==> config.mk <==
export PLATFORM = sky130hd
export DESIGN_NAME = fixed_point_atan2_turns_unit
export DESIGN_NICKNAME = d
export VERILOG_FILES = /design/src/hdl/atan2t_pkg.sv /design/src/hdl/atan2t_div_stage.sv /design/src/hdl/fixed_point_atan2_turns_unit.sv
export SDC_FILE = /design/constraint.sdc
export NUM_CORES = 2
export LEC_CHECK = 0
export BUFFER_PORTS_ARGS = -buffer_cell sky130_fd_sc_hd__clkbuf_2
export CAP_MARGIN = 40
export CELL_PAD_IN_SITES_DETAIL_PLACEMENT = 0
export CELL_PAD_IN_SITES_GLOBAL_PLACEMENT = 2
export CORE_MARGIN = 8
export CORE_UTILIZATION = 30
export CTS_CLUSTER_SIZE = 14
export DETAILED_ROUTE_END_ITERATION = 6
export MAX_ROUTING_LAYER = met4
export PLACE_DENSITY_LB_ADDON = 0.1
export SYNTH_ARGS = -nofsm -noshare
export SYNTH_HDL_FRONTEND = slang
export SYNTH_HIERARCHICAL = 1
export SYNTH_SLANG_ARGS = --single-unit
==> constraint.sdc <==
create_clock -name clk -period 70.2 [get_ports clk]
set_clock_uncertainty 0.1 [all_clocks]
set_input_delay 14.04 -clock clk [delete_from_list [all_inputs] [get_ports clk]]
set_output_delay 14.04 -clock clk [all_outputs]
set_load 0.005 [all_outputs]
==> src/hdl/atan2t_pkg.sv <==
// shared types and constants for the fixed point atan2 turns unit
// no dependencies; imported by atan2t_div_stage and fixed_point_atan2_turns_unit
package atan2t_pkg;

  localparam int MAG_W = 32;
  localparam int Q_W   = 17;
  localparam int T_W   = 12;
  localparam int A_W   = 15;

  localparam logic [15:0]      ZERO_ANGLE   = 16'hC000;
  localparam logic [13:0]      OCTANT_BASE  = 14'h2000;
  localparam logic [T_W-1:0]   CURVE_COEF   = 12'hB20;
  localparam logic [Q_W-1:0]   FX_ONE       = 17'h10000;
  localparam logic [15:0]      QUARTER_TURN = 16'h4000;
  localparam logic [15:0]      HALF_TURN    = 16'h8000;

  typedef struct packed {
    logic zero;
    logic mirror;
    logic negate;
    logic swap;
  } fold_t;

endpackage

==> src/hdl/atan2t_div_stage.sv <==
// one restoring divide step of the ratio pipeline, one quotient bit per stage
// depends on atan2t_pkg
module atan2t_div_stage import atan2t_pkg::*; (
  input  logic             clk,
  input  logic             rst,
  input  logic             en,
  input  logic             valid_prev,
  input  fold_t            fold_prev,
  input  logic [MAG_W:0]   part_prev,
  input  logic [MAG_W-1:0] divisor_prev,
  input  logic [Q_W-1:0]   q_prev,
  output logic             valid,
  output fold_t            fold,
  output logic [MAG_W-1:0] rem,
  output logic [MAG_W-1:0] divisor,
  output logic [Q_W-1:0]   q
);

  logic [MAG_W:0] trial;
  logic           qbit;

  assign trial = part_prev - {1'b0, divisor_prev};
  assign qbit  = part_prev >= {1'b0, divisor_prev};

  always_ff @(posedge clk) begin
    if (rst) begin
      valid <= 1'b0;
    end else if (en) begin
      valid <= valid_prev;
    end
  end

  always_ff @(posedge clk) begin
    if (en) begin
      fold    <= fold_prev;
      divisor <= divisor_prev;
      rem     <= qbit ? trial[MAG_W-1:0] : part_prev[MAG_W-1:0];
      q       <= {q_prev[Q_W-2:0], qbit};
    end
  end

endmodule

==> src/hdl/fixed_point_atan2_turns_unit.sv <==
// top level of the fixed point atan2 turns unit: fold, pipelined divide, curve, unfold
// depends on atan2t_pkg and atan2t_div_stage
//
// usage:
//   request channel: vec_valid / vec_stall with vec_x, vec_y (signed 16.16).
//   result channel: angle_valid / angle_stall with angle_turns (turns / 65536).
//   a request is taken at a rising edge with valid high and stall low.
//   one result per request, in request order.
//   pipeline: 22 register stages (fold, sort, 17 divide steps, two multiply
//   stages, unfold into the output register).
//   throughput: one request per cycle while angle_stall does not hold the pipeline;
//   each divide stage resolves one quotient bit with a 33-bit compare and subtract.
//   when angle_stall is high while a result is shown, the whole pipeline
//   holds and vec_stall is raised in the same cycle; nothing is dropped.
//   reset clears every valid bit; the pipeline is empty afterwards.
//   a zero vector yields 0xC000.
module fixed_point_atan2_turns_unit import atan2t_pkg::*; (
  input  logic        clk,
  input  logic        rst,
  input  logic        vec_valid,
  output logic        vec_stall,
  input  logic [31:0] vec_x,
  input  logic [31:0] vec_y,
  output logic        angle_valid,
  input  logic        angle_stall,
  output logic [15:0] angle_turns
);

  logic en;
  assign en        = !angle_valid || !angle_stall;
  assign vec_stall = !en;

  // fold into first quadrant
  logic             s0_valid;
  fold_t            s0_fold;
  logic [MAG_W-1:0] s0_ax, s0_ay;

  always_ff @(posedge clk) begin
    if (rst) begin
      s0_valid <= 1'b0;
    end else if (en) begin
      s0_valid <= vec_valid;
    end
  end

  always_ff @(posedge clk) begin
    if (en) begin
      s0_fold.zero   <= (vec_x == '0) && (vec_y == '0);
      s0_fold.mirror <= vec_x[31];
      s0_fold.negate <= !vec_y[31] && (vec_y != '0);
      s0_fold.swap   <= 1'b0;
      s0_ax          <= vec_x[31] ? (32'd0 - vec_x) : vec_x;
      s0_ay          <= vec_y[31] ? (32'd0 - vec_y) : vec_y;
    end
  end

  // sort magnitudes
  logic             s1_valid;
  fold_t            s1_fold;
  logic [MAG_W-1:0] s1_small, s1_large;
  logic             s0_swap;

  assign s0_swap = s0_ay > s0_ax;

  always_ff @(posedge clk) begin
    if (rst) begin
      s1_valid <= 1'b0;
    end else if (en) begin
      s1_valid <= s0_valid;
    end
  end

  always_ff @(posedge clk) begin
    if (en) begin
      s1_fold.zero   <= s0_fold.zero;
      s1_fold.mirror <= s0_fold.mirror;
      s1_fold.negate <= s0_fold.negate;
      s1_fold.swap   <= s0_swap;
      s1_small       <= s0_swap ? s0_ax : s0_ay;
      s1_large       <= s0_swap ? s0_ay : s0_ax;
    end
  end

  // divide pipeline
  logic             dv_valid   [Q_W];
  fold_t            dv_fold    [Q_W];
  logic [MAG_W-1:0] dv_rem     [Q_W];
  logic [MAG_W-1:0] dv_divisor [Q_W];
  logic [Q_W-1:0]   dv_q       [Q_W];

  for (genvar i = 0; i < Q_W; i++) begin : g_div
    logic             v_prev;
    fold_t            f_prev;
    logic [MAG_W:0]   p_prev;
    logic [MAG_W-1:0] d_prev;
    logic [Q_W-1:0]   q_prev;

    if (i == 0) begin : g_first
      assign v_prev = s1_valid;
      assign f_prev = s1_fold;
      assign p_prev = {1'b0, s1_small};
      assign d_prev = s1_large;
      assign q_prev = '0;
    end else begin : g_next
      assign v_prev = dv_valid[i-1];
      assign f_prev = dv_fold[i-1];
      assign p_prev = {dv_rem[i-1], 1'b0};
      assign d_prev = dv_divisor[i-1];
      assign q_prev = dv_q[i-1];
    end

    atan2t_div_stage u_stage (
      .clk          (clk),
      .rst          (rst),
      .en           (en),
      .valid_prev   (v_prev),
      .fold_prev    (f_prev),
      .part_prev    (p_prev),
      .divisor_prev (d_prev),
      .q_prev       (q_prev),
      .valid        (dv_valid[i]),
      .fold         (dv_fold[i]),
      .rem          (dv_rem[i]),
      .divisor      (dv_divisor[i]),
      .q            (dv_q[i])
    );
  end

  // curve term t = coef * (1 - r)
  logic             st_valid;
  fold_t            st_fold;
  logic [Q_W-1:0]   st_r;
  logic [T_W-1:0]   st_t;
  logic [Q_W-1:0]   inv_r;
  logic [28:0]      t_prod;

  assign inv_r  = FX_ONE - dv_q[Q_W-1];
  assign t_prod = 29'(CURVE_COEF) * 29'(inv_r);

  always_ff @(posedge clk) begin
    if (rst) begin
      st_valid <= 1'b0;
    end else if (en) begin
      st_valid <= dv_valid[Q_W-1];
    end
  end

  always_ff @(posedge clk) begin
    if (en) begin
      st_fold <= dv_fold[Q_W-1];
      st_r    <= dv_q[Q_W-1];
      st_t    <= t_prod[16 +: T_W];
    end
  end

  // octant angle a = r * (base + t)
  logic             sa_valid;
  fold_t            sa_fold;
  logic [A_W-1:0]   sa_a;
  logic [30:0]      a_prod;

  assign a_prod = 31'(st_r) * 31'(OCTANT_BASE + 14'(st_t));

  always_ff @(posedge clk) begin
    if (rst) begin
      sa_valid <= 1'b0;
    end else if (en) begin
      sa_valid <= st_valid;
    end
  end

  always_ff @(posedge clk) begin
    if (en) begin
      sa_fold <= st_fold;
      sa_a    <= a_prod[16 +: A_W];
    end
  end

  // unfold and wrap
  logic [15:0] u_swap, u_mirror, u_negate;

  always_comb begin
    u_swap   = sa_fold.swap   ? (QUARTER_TURN - 16'(sa_a)) : 16'(sa_a);
    u_mirror = sa_fold.mirror ? (HALF_TURN - u_swap) : u_swap;
    u_negate = sa_fold.negate ? (16'd0 - u_mirror) : u_mirror;
  end

  always_ff @(posedge clk) begin
    if (rst) begin
      angle_valid <= 1'b0;
    end else if (en) begin
      angle_valid <= sa_valid;
    end
  end

  always_ff @(posedge clk) begin
    if (en) begin
      angle_turns <= sa_fold.zero ? ZERO_ANGLE : u_negate;
    end
  end

  // checks
  a_sorted: assert property (@(posedge clk) disable iff (rst)
    (s1_valid && !s1_fold.zero) |-> (s1_large >= s1_small && s1_large != '0))
    else $error("magnitude sort broken");

  a_ratio_range: assert property (@(posedge clk) disable iff (rst)
    (dv_valid[Q_W-1] && !dv_fold[Q_W-1].zero) |-> (dv_q[Q_W-1] <= FX_ONE))
    else $error("ratio above one");

  a_backpressure: assert property (@(posedge clk) disable iff (rst)
    vec_stall == (angle_valid && angle_stall))
    else $error("request stall does not follow result stall");

  a_hold: assert property (@(posedge clk) disable iff (rst)
    (angle_valid && angle_stall) |=> ($stable(sa_a) && $stable(sa_valid)))
    else $error("pipeline moved while stalled");

endmodule
==> reports/results.md <==
| Result | Reported |
| --- | --- |
| Failing checks | design-rule violations |
| Setup violation total in the final timing report | 0 |
| Clock Latency Late Sink | 0.86 ns |
| Max stage delay on crit path | 0.55 ns |
| Number of fill cells in the layout | 32,400 |
| ANT nets after route | 0 |
| Clock transition at the registers of the reported paths | 0.06 ns |
| Clock Tree Buf Depth | 4 |
| WP data required | 56.06 ns |
| Slew at the pin with the worst max-slew slack | 1.05 ns |
| Path type of the worst min-delay path | reg -> reg |
| Post-Syn Area per Cell | 10.4 µm² |
| I/O Buffers | 85 |
| DRT Wirelength | 261,000 µm |
| Routability Congestion | 0.827 |
| Post-route DRC violation count | 6 |
| CTS tree | yes |
| Final-report hold violation count | 0 |
| Initial Util | 0.301 |
| Post-cts hold buffer count | 0 |
| Wire length per cell after detailed routing | 19.4 µm |
| Netlist area before placement | 95,800 µm² |
| Overall die area | 338,000 µm² |
| First-iteration detailed-routing DRC count | 4,074 |
| # nets final | 10,100 |
| Largest net degree at the start of global routing | 155 |
| Site row count | 207 |
| Number of buffers inserted during clock tree synthesis | 186 |
| Vias/cell | 4.99 |
| Element type at the critical path start | input pin |
| Max cap viols | 0 |
| Nature of the critical path endpoint | output pin |
| Ports | 86 |
| Unrepaired setup endpoints after global routing | false |
| Most frequent cell on the critical path | sky130_fd_sc_hd__clkbuf_2 |
| Top fanout value on the critical path | 53 |
| Htree depth | 4 |
| Cell breakdown of the critical path | clkbuf_2 > nand2_4 > inv_1 > clkbuf_2 |
| DP HPWL | 201,000 µm |
| Max Clk Rate | 34.0 MHz |
| Worst relative slew slack | 0.298 |
| Gates resized, CTS repair | 0 |
| Most common library cell in the layout ignoring fill and taps | sky130_fd_sc_hd__edfxtp_1 |
| Most frequent cells in the layout | sky130_fd_sc_hd__edfxtp_1, sky130_fd_sc_hd__inv_1, sky130_fd_sc_hd__a21oi_1 |
| Final count of pins violating max slew | 0 |
| Combined area of the multi-input logic cells | 46,300 µm² |
| Post-CTS Repair Setup Buffers | 0 |
| GR Util All Layers | 0.154 |
| Final min period | 29.38 ns |
| Number of buffer and inverter instances along the worst setup path | 3 |
| Number of global-route vias before repair | 67,700 |
| Crit Path Category | in -> out |
| Global-route wire length before repair | 407,000 µm |
| Number of cells produced by synthesis | 9,192 |
| Antenna violations before repair | 2 |
| Area Growth Syn to Fin | 10.9% |
| Sum of overflow across all layers after global routing | 0 |
| Die extent in x | 581 µm |
| Clock sink total | 1,470 |
| Worst path slowest cell | sky130_fd_sc_hd__nand2_4 |
| Core area | 318,000 µm² |
| Clock root buffer | sky130_fd_sc_hd__clkbuf_16 |
| YS warnings | 6 |
| Top Family by Delay on Critical Path | buffers and inverters |
| Floorplan die height | 581 µm |
| CP arrival | 15.24 ns |
| Status | complete, but fails checks |
| Number of vias after detailed routing | 67,100 |
| TNS Setup | 0 ns |
| Share of the clock period used by the worst path after layout | 0.419 |
| Layout cells sized above 1 | 0.0667 |
| Sequential cell area | 43,900 µm² |
| Number of search-and-repair iterations in the first detailed-routing pass | 7 |
[per-stage QoR]
step / hold slack [ns] / setup WS (ns) / util / std cells / instance area (µm²)
after floorplan: 0.300 / 6.92 / - / 9223 / 95900
after global placement: 0.300 / 40.81 / 0.315 / 13100 / 100000
after detailed placement: 0.305 / 40.76 / 0.315 / 13100 / 100000
after CTS: 0.262 / 40.76 / 0.334 / 13500 / 106000
after global routing: 0.294 / 40.66 / 0.334 / 13500 / 106000
final: 0.278 / 40.82 / 0.334 / 13500 / 106000
[sequential cells by signal, indices dropped and copies added (netlist names), 3 cells and up]
signal                 cells
g_div.u_stage/fold        68
g_div.u_stage/q          153
st_r                      17
g_div.u_stage/valid       17
s0_ax                     32
g_div.d_prev              32
s0_ay                     32
g_div.u_stage/divisor    512
g_div.u_stage/rem        512
sa_a                      15
sa_fold                    4
s1_small                  32
g_div.f_prev               4
st_t                      12
s0_fold                    3
angle_turns               16
st_fold                    4
[routing by layer]
layer	GRT usage	wire (µm)	vias to the layer above
met4	0.0423	7890	0
li1	-	-	33100
met2	0.246	120000	1044
met1	0.207	125000	32600
met5	-	0	-
met3	0.0199	9110	358
[cell type report]
cell class                      instances  share of cell area
Inverter                             1003              0.0355
Clock buffer                          219              0.0459
Timing Repair Buffer                  146             0.00873
Antenna cell                            2           0.0000471
Tap cell                             4180              0.0493
Sequential cell                      1470               0.414
Clock inverter                        118              0.0112
Multi-Input combinational cell       6325               0.436
[path summary, 6_finish.rpt]
path | startpoint | cells past startpoint | to | slack, ns
max | angle_stall | 4 | vec_stall | 40.82
min | g_div[2].u_stage/q[0] | 0 | g_div[3].u_stage/q[1] | 0.28
max reg2reg | st_t[5] | 21 | sa_a[13] | 62.52
min reg2reg | g_div[2].u_stage/q[0] | 0 | g_div[3].u_stage/q[1] | 0.28
Power is not shown: default switching activity piles up to over one toggle a cycle in this logic, so the estimate is an artifact.
